`config.mk`:
```
export PLATFORM = sky130hd
export DESIGN_NAME = twd_ctrl
export DESIGN_NICKNAME = d
export VERILOG_FILES = /design/src/hw/rtl/twd_pkg.sv /design/src/hw/rtl/twd_ctrl.sv
export SDC_FILE = /design/constraint.sdc
export NUM_CORES = 1
export LEC_CHECK = 0
export BUFFER_PORTS_ARGS = -buffer_cell sky130_fd_sc_hd__buf_4
export CORE_AREA = 2 2 219 221
export DETAILED_ROUTE_END_ITERATION = 10
export DIE_AREA = 0 0 221 223
export PLACE_DENSITY_LB_ADDON = 0.15
export SYNTH_ARGS = -nofsm -noshare
export SYNTH_HDL_FRONTEND = slang
export SYNTH_SLANG_ARGS = --single-unit
```
`constraint.sdc`:
```
create_clock -name clk_i -period 7.2 [get_ports clk_i]
set_clock_uncertainty 0.15 [all_clocks]
set_input_delay 0.72 -clock clk_i [delete_from_list [all_inputs] [get_ports clk_i]]
set_output_delay 0.72 -clock clk_i [all_outputs]
set_load 0.005 [all_outputs]
```
`src/hw/rtl/twd_pkg.sv`:
```
// ----------------------------------------------------------------------------
// twd_pkg: shared types and constants of the trie word dictionary
// Transaction payloads, function and status codes, memory control bundle
// and controller states.
// ----------------------------------------------------------------------------
package twd_pkg;

  localparam int unsigned NodesDefault    = 1024;
  localparam int unsigned AlphabetDefault = 26;
  localparam logic [7:0]  LetterBase      = 8'd97;  // 'a'

  localparam logic [1:0] FnInsert = 2'd0;
  localparam logic [1:0] FnSearch = 2'd1;
  localparam logic [1:0] FnPrefix = 2'd2;

  typedef enum logic [1:0] {
    StOk      = 2'd0,
    StFull    = 2'd1,
    StBadChar = 2'd2
  } status_e;

  typedef struct packed {
    logic [1:0] func;
    logic [7:0] char_code;
    logic       no_char;
    logic       last;
  } in_item_t;

  typedef struct packed {
    logic    found;
    status_e status;
  } out_item_t;

  typedef struct packed {
    logic row_re;
    logic row_we;
    logic mark_re;
    logic mark_we;
  } mem_ctl_t;

  typedef enum logic [2:0] {
    SClear,
    SIdle,
    SLook,
    SFin,
    SMark
  } state_e;

endpackage

```
`src/hw/rtl/twd_ctrl.sv`:
```
// ----------------------------------------------------------------------------
// twd_ctrl: trie walk controller
// Clears the node memories after reset, walks one character per transaction
// with a read-modify-write of the current node's child row, allocates nodes
// from a bump counter and produces the per-word result.
// ----------------------------------------------------------------------------
module twd_ctrl #(
  parameter int unsigned NODES    = twd_pkg::NodesDefault,
  parameter int unsigned ALPHABET = twd_pkg::AlphabetDefault,
  localparam int unsigned NW      = (NODES > 1) ? $clog2(NODES) : 1,
  localparam int unsigned NFW     = NW + 1,
  localparam int unsigned LW      = (ALPHABET > 1) ? $clog2(ALPHABET) : 1,
  localparam int unsigned RW      = ALPHABET * NW
) (
  input  logic               clk_i,
  input  logic               rst_ni,
  input  logic               in_valid_i,
  output logic               in_ready_o,
  input  twd_pkg::in_item_t  in_data_i,
  output logic               out_valid_o,
  input  logic               out_ready_i,
  output twd_pkg::out_item_t out_data_o,
  output twd_pkg::mem_ctl_t  mem_ctl_o,
  output logic [NW-1:0]      row_addr_o,
  output logic [RW-1:0]      row_wdata_o,
  input  logic [RW-1:0]      row_rdata_i,
  output logic [NW-1:0]      mark_addr_o,
  output logic               mark_wdata_o,
  input  logic               mark_rdata_i
);
  import twd_pkg::*;

  state_e          state_q, state_d;
  logic [1:0]      func_q, func_d;
  logic            last_q, last_d;
  logic [LW-1:0]   letter_q, letter_d;
  logic [NW-1:0]   cur_q, cur_d;
  logic [NFW-1:0]  nfree_q, nfree_d;
  logic            broken_q, broken_d;
  status_e         err_q, err_d;
  logic [NW-1:0]   clr_q, clr_d;
  logic            out_valid_q, out_valid_d;
  out_item_t       out_q, out_d;

  logic [ALPHABET-1:0][NW-1:0] row_view;
  logic [ALPHABET-1:0][NW-1:0] row_new;
  logic [NW-1:0]   child;
  logic [7:0]      code_diff;
  logic            code_ok;
  logic            active;
  logic            accept;
  logic            word_ok;

  assign row_view  = row_rdata_i;
  assign child     = row_view[letter_q];
  assign code_diff = in_data_i.char_code - LetterBase;
  assign code_ok   = (in_data_i.char_code >= LetterBase) &&
                     ({1'b0, in_data_i.char_code} < (9'(LetterBase) + 9'(ALPHABET)));
  assign active    = !in_data_i.no_char && (err_q == StOk) && !broken_q;
  assign accept    = in_valid_i && in_ready_o;
  assign word_ok   = (err_q == StOk) && !broken_q;

  always_comb begin
    row_new           = row_view;
    row_new[letter_q] = nfree_q[NW-1:0];
  end

  always_comb begin
    state_d     = state_q;
    func_d      = func_q;
    last_d      = last_q;
    letter_d    = letter_q;
    cur_d       = cur_q;
    nfree_d     = nfree_q;
    broken_d    = broken_q;
    err_d       = err_q;
    clr_d       = clr_q;
    out_valid_d = out_valid_q && !out_ready_i;
    out_d       = out_q;
    in_ready_o  = 1'b0;
    mem_ctl_o   = '0;
    row_addr_o  = cur_q;
    row_wdata_o = row_new;
    mark_addr_o = cur_q;
    mark_wdata_o = 1'b1;

    case (state_q)
      SClear: begin
        mem_ctl_o.row_we  = 1'b1;
        mem_ctl_o.mark_we = 1'b1;
        row_addr_o        = clr_q;
        row_wdata_o       = '0;
        mark_addr_o       = clr_q;
        mark_wdata_o      = 1'b0;
        clr_d             = clr_q + 1'b1;
        if (clr_q == NW'(NODES - 1)) begin
          state_d = SIdle;
        end
      end
      SIdle: begin
        in_ready_o = !out_valid_q || out_ready_i;
        if (accept) begin
          func_d   = in_data_i.func;
          last_d   = in_data_i.last;
          letter_d = code_diff[LW-1:0];
          if (active && code_ok) begin
            mem_ctl_o.row_re = 1'b1;
            state_d          = SLook;
          end else begin
            if (active) begin
              err_d = StBadChar;
            end
            state_d = in_data_i.last ? SFin : SIdle;
          end
        end
      end
      SLook: begin
        if (child != '0) begin
          cur_d = child;
        end else if (func_q != FnInsert) begin
          broken_d = 1'b1;
        end else if (nfree_q >= NFW'(NODES)) begin
          err_d = StFull;
        end else begin
          // new node: link it into the current row
          mem_ctl_o.row_we = 1'b1;
          cur_d            = nfree_q[NW-1:0];
          nfree_d          = nfree_q + 1'b1;
        end
        state_d = last_q ? SFin : SIdle;
      end
      SFin: begin
        if (word_ok && func_q == FnSearch) begin
          mem_ctl_o.mark_re = 1'b1;
          state_d           = SMark;
        end else begin
          if (word_ok && func_q == FnInsert) begin
            mem_ctl_o.mark_we = 1'b1;
          end
          out_d.found  = word_ok && (func_q != FnInsert);
          out_d.status = err_q;
          out_valid_d  = 1'b1;
          cur_d        = '0;
          broken_d     = 1'b0;
          err_d        = StOk;
          state_d      = SIdle;
        end
      end
      SMark: begin
        out_d.found  = mark_rdata_i;
        out_d.status = StOk;
        out_valid_d  = 1'b1;
        cur_d        = '0;
        broken_d     = 1'b0;
        err_d        = StOk;
        state_d      = SIdle;
      end
      default: begin
        state_d = SIdle;
      end
    endcase
  end

  always_ff @(posedge clk_i or negedge rst_ni) begin
    if (!rst_ni) begin
      state_q     <= SClear;
      func_q      <= FnInsert;
      last_q      <= 1'b0;
      cur_q       <= '0;
      nfree_q     <= NFW'(1);
      broken_q    <= 1'b0;
      err_q       <= StOk;
      clr_q       <= '0;
      out_valid_q <= 1'b0;
    end else begin
      state_q     <= state_d;
      func_q      <= func_d;
      last_q      <= last_d;
      cur_q       <= cur_d;
      nfree_q     <= nfree_d;
      broken_q    <= broken_d;
      err_q       <= err_d;
      clr_q       <= clr_d;
      out_valid_q <= out_valid_d;
    end
  end

  always_ff @(posedge clk_i) begin
    letter_q <= letter_d;
    out_q    <= out_d;
  end

  assign out_valid_o = out_valid_q;
  assign out_data_o  = out_q;

endmodule

```
==> impl_summary.md, run 1 <==
Status
The run finished with clean final reports.

Synthesis
The cell area that synthesis handed to floorplanning was 8670 sq um. The proportion of register bits with asynchronous set or reset after synthesis is 83.67%. The cell taking the most area after synthesis is sky130_fd_sc_hd__nand2_1.

In the synthesized netlist the dominant register cell turns out to be sky130_fd_sc_hd__dfrtp_1. The main combinational cell family by area after synthesis is simple AND/OR/NAND/NOR gates. The number of instances in the synthesized netlist is 1444. By area the synthesized netlist is led by sky130_fd_sc_hd__nand2_1 25%, sky130_fd_sc_hd__a21oi_1 16%, sky130_fd_sc_hd__dfrtp_1 12%, sky130_fd_sc_hd__mux2i_1 9.7%, sky130_fd_sc_hd__mux4_2 5.2%. The sequential cell area fraction in the yosys report is 14.62%. The adder and majority gate portion of the synthesized area is 0.7216%. The number of warnings printed during yosys synthesis is 0. Sorting the synthesized cells by how often they occur yields 578 x sky130_fd_sc_hd__nand2_1, 278 x sky130_fd_sc_hd__a21oi_1, 84 x sky130_fd_sc_hd__mux2i_1. The area share of the largest cell type after synthesis is 25.03%. The number of synthesized flops with an enable pin is 8.

The xor and xnor fraction of the mapped netlist area is 2.122%. After synthesis, the mean cell area works out to 6.004 sq um. After Yosys synthesis, and, or, nand and nor cells account for 37.62% of the synthesized area. The number of synthesized register bits is 49. The compound-gate portion of the synthesized area is 22.70%. The most common cell in the synthesized netlist is sky130_fd_sc_hd__nand2_1. Of the post-synthesis cell area, the part taken by muxes is 15.15%. Counting every net in the synthesized netlist gives 1726. The number of different library cells in the post-synthesis netlist is 61.

Finish
Cells with a size suffix above 1 make up 32.88% of the layout. In the final layout, the multi-input gates occupy 6805 sq um. The area of all sequential standard cells is 1271 sq um.

Cells fill 28.51% of the core in the end. After filler insertion, the fill cell instance count of the layout stands at 5329. Relative to the synthesized area, the layout overhead comes to 55.01%. In the final design database the tool counted 2194 nets.

Place
The placer congestion estimate is 0.9386. The final HPWL from detailed placement is 54050 um. The worst setup timing slack at the placement stage is 2.406 ns.

Buffers placed on the I/O ports in this run total 566.

Timing
Based on the critical path, the design can be clocked at up to 0.1940 GHz. Setup repair after global routing left no endpoint under its margin. The worst path uses 71.59% of the clock period. Subtracting the final worst setup slack from the clock period gives 5.154 ns. The number of hold violations in the final report is 0. Setup slack closes at 2.046 ns. The worst max-slew margin expressed relative to the limit is 21.73%. The worst-case hold slack is 0.2638 ns. The slew at the pin with the worst max-slew slack is 1.163 ns. The setup violation total in the final timing report is 0. Setup total negative slack on the finished layout was measured at 0 ns. The number of pins exceeding their max-slew limit in the final report was 0.

Setup path
Along the worst path, the maximum fanout reaches 53. The startpoint of the lowest-slack register-to-register path is letter_q[1]. The worst setup path is launched from a flop. The endpoint identified for the worst register-to-register timing path is cur_q[9].

In this run the worst setup path begins at letter_q[1]. The most critical setup path has its endpoint at mem_ctl_o[2]. STA classifies the critical path endpoint as an output pin. The internal reg-to-reg setup slack is 2.34 ns.

For the worst setup path, the data required time is 6.33 ns. The data arrival time of the critical path is 4.28 ns. The number of cells on the worst reg-to-reg path is 9. The type of the worst setup path is reg2out.

Global routing
The aggregate global-route resource usage is 26.24%. The initial antenna violation count was 3. The total overflow reported by the global router is 0. The largest net degree at the start of global routing is 187.

The number of global-route vias before repair was 12321. The wire length of the first global-routing pass is 94720 um.

Drt
After detailed routing, the number of remaining DRC violations is 0. The number of nets still failing antenna checks after routing is 0. The routed design has 68950 um of wire. Dividing the detail-routed wire length by the instance count gives 27.26 um.

The via count is 12913. The detailed-routing iteration count for the pre-antenna-repair pass is 5. In this run, the number of DRC markers left after iteration 0 of detailed routing was 1362. The vias per cell is 5.106.

Power and ir drop
The worst vdd rail ir drop is 0.1073 mV. Dividing total power by cell area gives a power density of 123.6 nW/um^2. Total power for the finished layout comes to 1662 uW.

The leakage power of the design is 0.006453 uW.

Floorplan
The core area is 47150 sq um. The top-level I/O count is 567. The die is 223 um tall. The initial standard-cell utilization of the core is 18.39%. The total die area is 49280 sq um. The die is 221 um wide. The row count is 80.

CTS
The number of buffers added to fix hold violations after cts is 0. The clock slew seen by the registers of the worst setup and hold paths is 0.07 ns. The clock sink total is 49. The total setup buffers inserted after CTS is 0. The clock reaches the later pin of the worst-skew pair after 0.30 ns.

The cell sitting at the root of the clock tree is a sky130_fd_sc_hd__clkbuf_16. The clock tree from TritonCTS is built. In this run the number of H-tree levels came out at 2. Buffers inserted during clock tree synthesis total 5. The maximum buffer depth of the clock tree is 2. The count of instances resized after the clock tree is built is 0.

Job
The number of maximum-capacitance constraint violations is 0.

Min path
The worst hold path belongs to the class in2async.
## cells in the final DEF, fill, tap and decap left out, types with 4 or more instances in the layout
cell and instances:
sky130_fd_sc_hd__ha_1 5, sky130_fd_sc_hd__and3_1 7, sky130_fd_sc_hd__nor2_1 47, sky130_fd_sc_hd__o21ai_0 7, sky130_fd_sc_hd__mux4_2 20, sky130_fd_sc_hd__nor3b_1 4, sky130_fd_sc_hd__nor2b_1 7, sky130_fd_sc_hd__nor3_1 11
sky130_fd_sc_hd__nand2_1 578, sky130_fd_sc_hd__a221o_1 5, sky130_fd_sc_hd__a22oi_1 32, sky130_fd_sc_hd__dfrtp_1 37, sky130_fd_sc_hd__inv_1 12, sky130_fd_sc_hd__mux2i_1 84, sky130_fd_sc_hd__buf_4 580, sky130_fd_sc_hd__nand4_1 16
sky130_fd_sc_hd__xnor2_1 17, sky130_fd_sc_hd__edfxtp_1 8, sky130_fd_sc_hd__xor2_1 4, sky130_fd_sc_hd__nor4_1 4, sky130_fd_sc_hd__and2_1 7, sky130_fd_sc_hd__nand2b_1 6, sky130_fd_sc_hd__and4_1 5, sky130_fd_sc_hd__clkbuf_16 5
sky130_fd_sc_hd__a21oi_1 278, sky130_fd_sc_hd__nand3_1 69
## flip-flops by register name (all words and copies together) (netlist names)
name,count
nfree_q,11
out_data_o,3
last_q,1
err_q,2
clr_q,10
state_q,3
func_q,2
out_valid_o,1
cur_q,10
letter_q,5
broken_q,1
## logic make-up (layout without fill, tap and decap cells)
family,count (synthesis),count (layout)
compound gates,351,351
xor+xnor,21,21
fa+ha+maj,5,5
buf+inv,132,601
flops,49,49
mux,106,106
other cells,0,1
simple gates,780,780
## metrics by stage
stage / cells / area (sq um)
detailed placement: 2520 / 13270
global route: 2529 / 13440
floorplan: 1444 / 8670
finish: 2529 / 13440
CTS: 2528 / 13440
global placement: 2520 / 13270
## worst max-delay path: stages (launching register included)
cell	delay [ns]
sky130_fd_sc_hd__edfxtp_1	0.35
sky130_fd_sc_hd__buf_4	0.74
sky130_fd_sc_hd__nor2b_2	0.89
sky130_fd_sc_hd__a22oi_1	0.17
sky130_fd_sc_hd__nand3_1	0.17
sky130_fd_sc_hd__nand4_1	0.18
sky130_fd_sc_hd__or4_1	0.66
sky130_fd_sc_hd__or3b_2	0.57
sky130_fd_sc_hd__nand2_1	0.12
sky130_fd_sc_hd__buf_4	0.13
## metal layers
metal	track usage, %	vias up	share of wire [%]
li1	-	5908	-
met1	32.29	6232	40
met2	45.12	649	48
met3	5.663	120	7.5
met4	9.071	4	4.1
met5	0	-	0.033
## cell type report
type                    instances  share of cell area [%]
well taps                     615                   5.726
inverters                      12                  0.3352
flip-flops and latches         49                   9.459
multi-input cells            1263                   50.64
clock buffers                   5                  0.9310
clock inverters                 3                  0.3445
diodes                          1                 0.01862
repair buffers                581                   32.55
## worst min-delay path by stage
stage	start	to	slack [ns]	cells past startpoint
after floorplan	rst_ni	broken_q	0.27	0
after global placement	last_q	last_q	0.33	2
after detailed placement	last_q	last_q	0.33	2
after CTS	rst_ni	out_valid_o	0.29	1
after global routing	rst_ni	func_q[0]	0.32	1
final	rst_ni	func_q[0]	0.26	1
## report_power, final
group	switching (uW)	internal, uW
sequential	39.2	309
combinational	583	457
clock	109	165
No activity file was read; power rests on OpenSTA's default activity.
==> run 2, diff against run 1 <==
- ABC_AREA: unset -> 1
- CORE_AREA: 2 2 219 221 -> 2 2 221 223
- DIE_AREA: 0 0 221 223 -> 0 0 223 225
- clock period: 7.2 -> 4.2 ns (I/O delays scaled with it)
==> run 2 against run 1 <==
- wire length is 1.7% higher
- count of clock-buffer cells in the layout stayed put
- synthesized cell count up 20%
- register-to-register slack got worse by 1.9 ns
- largest cell class unchanged
==> impl_summary.md, run 2 <==
Status
The run finished with clean final reports.

Power and ir drop
For this design the total switching power over the nets is 3495 uW. The internal portion of the total power is 3164 uW. The analysis attributes to cell leakage a power of 0.007195 uW. Of the total power, the share spent switching nets is 52.48%. The sequential share of power is 10.9%.

The worst vdd rail ir drop is 0.2225 mV. Dividing total power by cell area gives a power density of 484.1 nW/um^2. In this run, the combinational gates consume 82.4% of the power. In this run, the clock network consumes 6.7% of the power.

Finish
The final-stage net count is 2482. The count of filler cells inserted in the layout is 5511. The largest registers in the layout are nfree_q (11), clr_q (10), cur_q (10). The layout cell share with drive strength beyond 1 is 29.90%. The register with the most flip-flops in the layout has 11 of them. The leading cell type in the layout, fill and taps excluded is sky130_fd_sc_hd__nand2_1.

The layout-stage area growth over the synthesis result is 56.19%. The finished layout cell area is 13760 sq um. The library cells used most frequently in the layout, excluding fill and tap cells, are 625 x sky130_fd_sc_hd__nand2_1, 622 x sky130_fd_sc_hd__buf_4, 272 x sky130_fd_sc_hd__a21oi_1, 267 x sky130_fd_sc_hd__o21ai_0, 90 x sky130_fd_sc_hd__nand3_1.

Cells fill 28.93% of the core in the end. nfree_q holds more flip-flops than any other register.

Floorplan
The top-level I/O count is 567. The die extent in x is 223 um. The row count is 80.

The core area is 47550 sq um. The die height is 225 um. The die covers 50180 sq um.

The initial standard-cell utilization of the core is 18.52%.

Drt
The vias per cell is 4.929. The detailed-routing iteration count for the pre-antenna-repair pass is 5. Dividing the detail-routed wire length by the instance count gives 24.86 um. The number of nets still failing antenna checks after routing is 0. The total wirelength of the detailed-routed design is 70140 um.

The number of remaining DRC errors is 0. The detailed router finished its first iteration with 1050 violations. The via count is 13905.

Synthesis
After synthesis, the cell types taking the most area are sky130_fd_sc_hd__nand2_1 27%, sky130_fd_sc_hd__a21oi_1 15%, sky130_fd_sc_hd__o21ai_0 15%, sky130_fd_sc_hd__dfrtp_1 11%, sky130_fd_sc_hd__nand3_1 5.1%. The cell with the most instances after synthesis is sky130_fd_sc_hd__nand2_1. Synthesis handed over a netlist of 1732 instances. The area share of the largest cell type after synthesis is 26.64%. The number of different library cells in the post-synthesis netlist is 36.

Counting instances in the post-synthesis netlist gives the leading cell types as 625 x sky130_fd_sc_hd__nand2_1, 272 x sky130_fd_sc_hd__a21oi_1, 267 x sky130_fd_sc_hd__o21ai_0. Sequential cells were found to cover 14.39% of the synthesized design area. In this run, synthesis inferred 8 flip-flops with an integrated enable. The number of warnings printed during yosys synthesis is 0. The most used flip-flop cell after synthesis is sky130_fd_sc_hd__dfrtp_1. Dividing the synthesized area by the synthesized cell count gives 5.085 sq um. The post-synth net total is 2014. In the synthesized netlist the async set-or-reset flop fraction comes to 83.67%. The combined area of all synthesized cells is 8807 sq um. The cell taking the most area after synthesis is sky130_fd_sc_hd__nand2_1. The number of synthesized register bits is 49.

Timing
The final period demand of the worst path is 3.954 ns. The final total negative setup slack is 0 ns. The worst max-slew margin expressed relative to the limit is 31.96%. Setup repair after global routing left no endpoint under its margin. The setup violation total in the final timing report is 0. The worst path uses 94.14% of the clock period.

The achievable clock frequency is 0.2529 GHz. The number of pins exceeding their max-slew limit in the final report was 0. At the pin with the least slew margin, the transition time is 1.017 ns. The number of hold violations in the final report is 0.

CTS
The root buffer selected by CTS is sky130_fd_sc_hd__clkbuf_16. The clock sink total is 49. After clock tree synthesis, the flow added hold-fix buffers numbering 1. The maximum buffer depth of the clock tree is 2. Post-CTS timing repair inserted 0 buffers for setup. Counting the buffers created by CTS gives 5.

The number of gates resized after CTS was 0. The H-tree level count is 2. After clock tree synthesis, the clock-pin slew on the worst setup and hold paths is 0.08 ns. TritonCTS built the clock tree. The clock reaches the later pin of the worst-skew pair after 0.31 ns.

Global routing
The initial antenna violation count is 10. Global routing consumed, over all layers together, 26.67% of the routing resources. After global routing the overflow that remains totals 0. The wire length of the first global-routing pass is 97220 um. The number of global-route vias before repair is 13624. Entering global routing, the biggest net connects 122 pins.

Setup path
STA puts the critical path data required time at 3.63 ns. The worst setup path is launched from a flop. The number of cells on the worst reg-to-reg path is 16. The data arrival time of the critical path is 3.38 ns. The top fanout value on the critical path is 51. The worst setup path is captured at an output pin. The critical path is of the reg2out type.

Job
Across the run, the number of max-cap violations was 0.

Place
The placer congestion estimate is 0.9109. The placement-stage cell area is 13580 sq um. The number of input and output port buffers inserted is 566. After legalization and detailed placement, the total HPWL measured 57000 um.

Min path
Along the worst hold path, the cell count comes to 2. The path class of the lowest-slack min-delay path is in2reg.
==> run 2: routing by layer <==
metal / global-route usage [%] / part of all wire [%]
met4: 9.937 / 3.7
met3: 6.415 / 7.4
met1: 33.68 / 43
met5: 0 / 0.074
met2: 43.99 / 46
==> run 2: area by class of cell <==
class | instances | area, sq um | area share [%]
multi-input cells | 1422 | 6446 | 46.86
clock inverters | 3 | 28.78 | 0.2092
well taps | 615 | 769.5 | 5.594
flip-flops and latches | 49 | 1267 | 9.214
diodes | 5 | 12.51 | 0.09096
clock buffers | 5 | 125.1 | 0.9096
repair buffers | 626 | 4740 | 34.46
inverters | 96 | 366.6 | 2.665
==> run 2: path summary, 6_finish.rpt <==
check                          endpoint  slack, ns        start
max                        mem_ctl_o[2]       0.25  letter_q[0]
min                         out_valid_o       0.15  out_ready_i
max reg2reg                    cur_q[6]       0.47  letter_q[0]
min reg2reg                    clr_q[6]       0.32     clr_q[6]
max in group asynchronous      cur_q[9]       2.98       rst_ni
min in group asynchronous    nfree_q[8]       0.51       rst_ni
==> run 2: worst max-delay path, cell delays in order (launching register included) <==
cell and delay, ns:
sky130_fd_sc_hd__edfxtp_1 0.52, sky130_fd_sc_hd__buf_4 0.55, sky130_fd_sc_hd__nor2_4 0.19, sky130_fd_sc_hd__buf_12 0.21, sky130_fd_sc_hd__nand2_1 0.07, sky130_fd_sc_hd__nand4_1 0.12, sky130_fd_sc_hd__nand2_1 0.15, sky130_fd_sc_hd__nand2_1 0.08
sky130_fd_sc_hd__nor2_1 0.13, sky130_fd_sc_hd__nand2_1 0.09, sky130_fd_sc_hd__nor2_1 0.10, sky130_fd_sc_hd__nand3_1 0.11, sky130_fd_sc_hd__nor2_4 0.21, sky130_fd_sc_hd__nand3_4 0.21, sky130_fd_sc_hd__nand2_1 0.12, sky130_fd_sc_hd__buf_4 0.11
==> run 2: metrics by stage <==
stage	worst slack, ns	cells	hold slack [ns]	total power, uW
floorplan	1.778	1732	-0.02559	3326
global placement	0.5408	2807	0.3089	6229
detailed placement	0.5680	2807	0.3065	6212
CTS	0.2692	2816	0.1394	6687
global route	0.07257	2821	0.1640	7213
finish	0.2459	2821	0.1466	6659
==> run 2: power groups by stage <==
stage	clock, uW	sequential [uW]	combinational, uW
2_1_floorplan	0	678	2650
3_3_place_gp	0	737	5490
3_5_place_dp	0	739	5470
4_1_cts	459	730	5500
5_1_grt	475	743	5990
6_report	447	727	5480
==> run 2: cells by family after synthesis <==
family                     Yosys count  synth area share [%]
xor gates and xnor gates            21                 2.088
and+or+nand+nor                    840                 38.22
adders and majority gates            5                0.7103
AOI/OAI and AO/OA                  556                 31.71
DFF                                 49                 14.39
buffers and inverters              261                 12.89
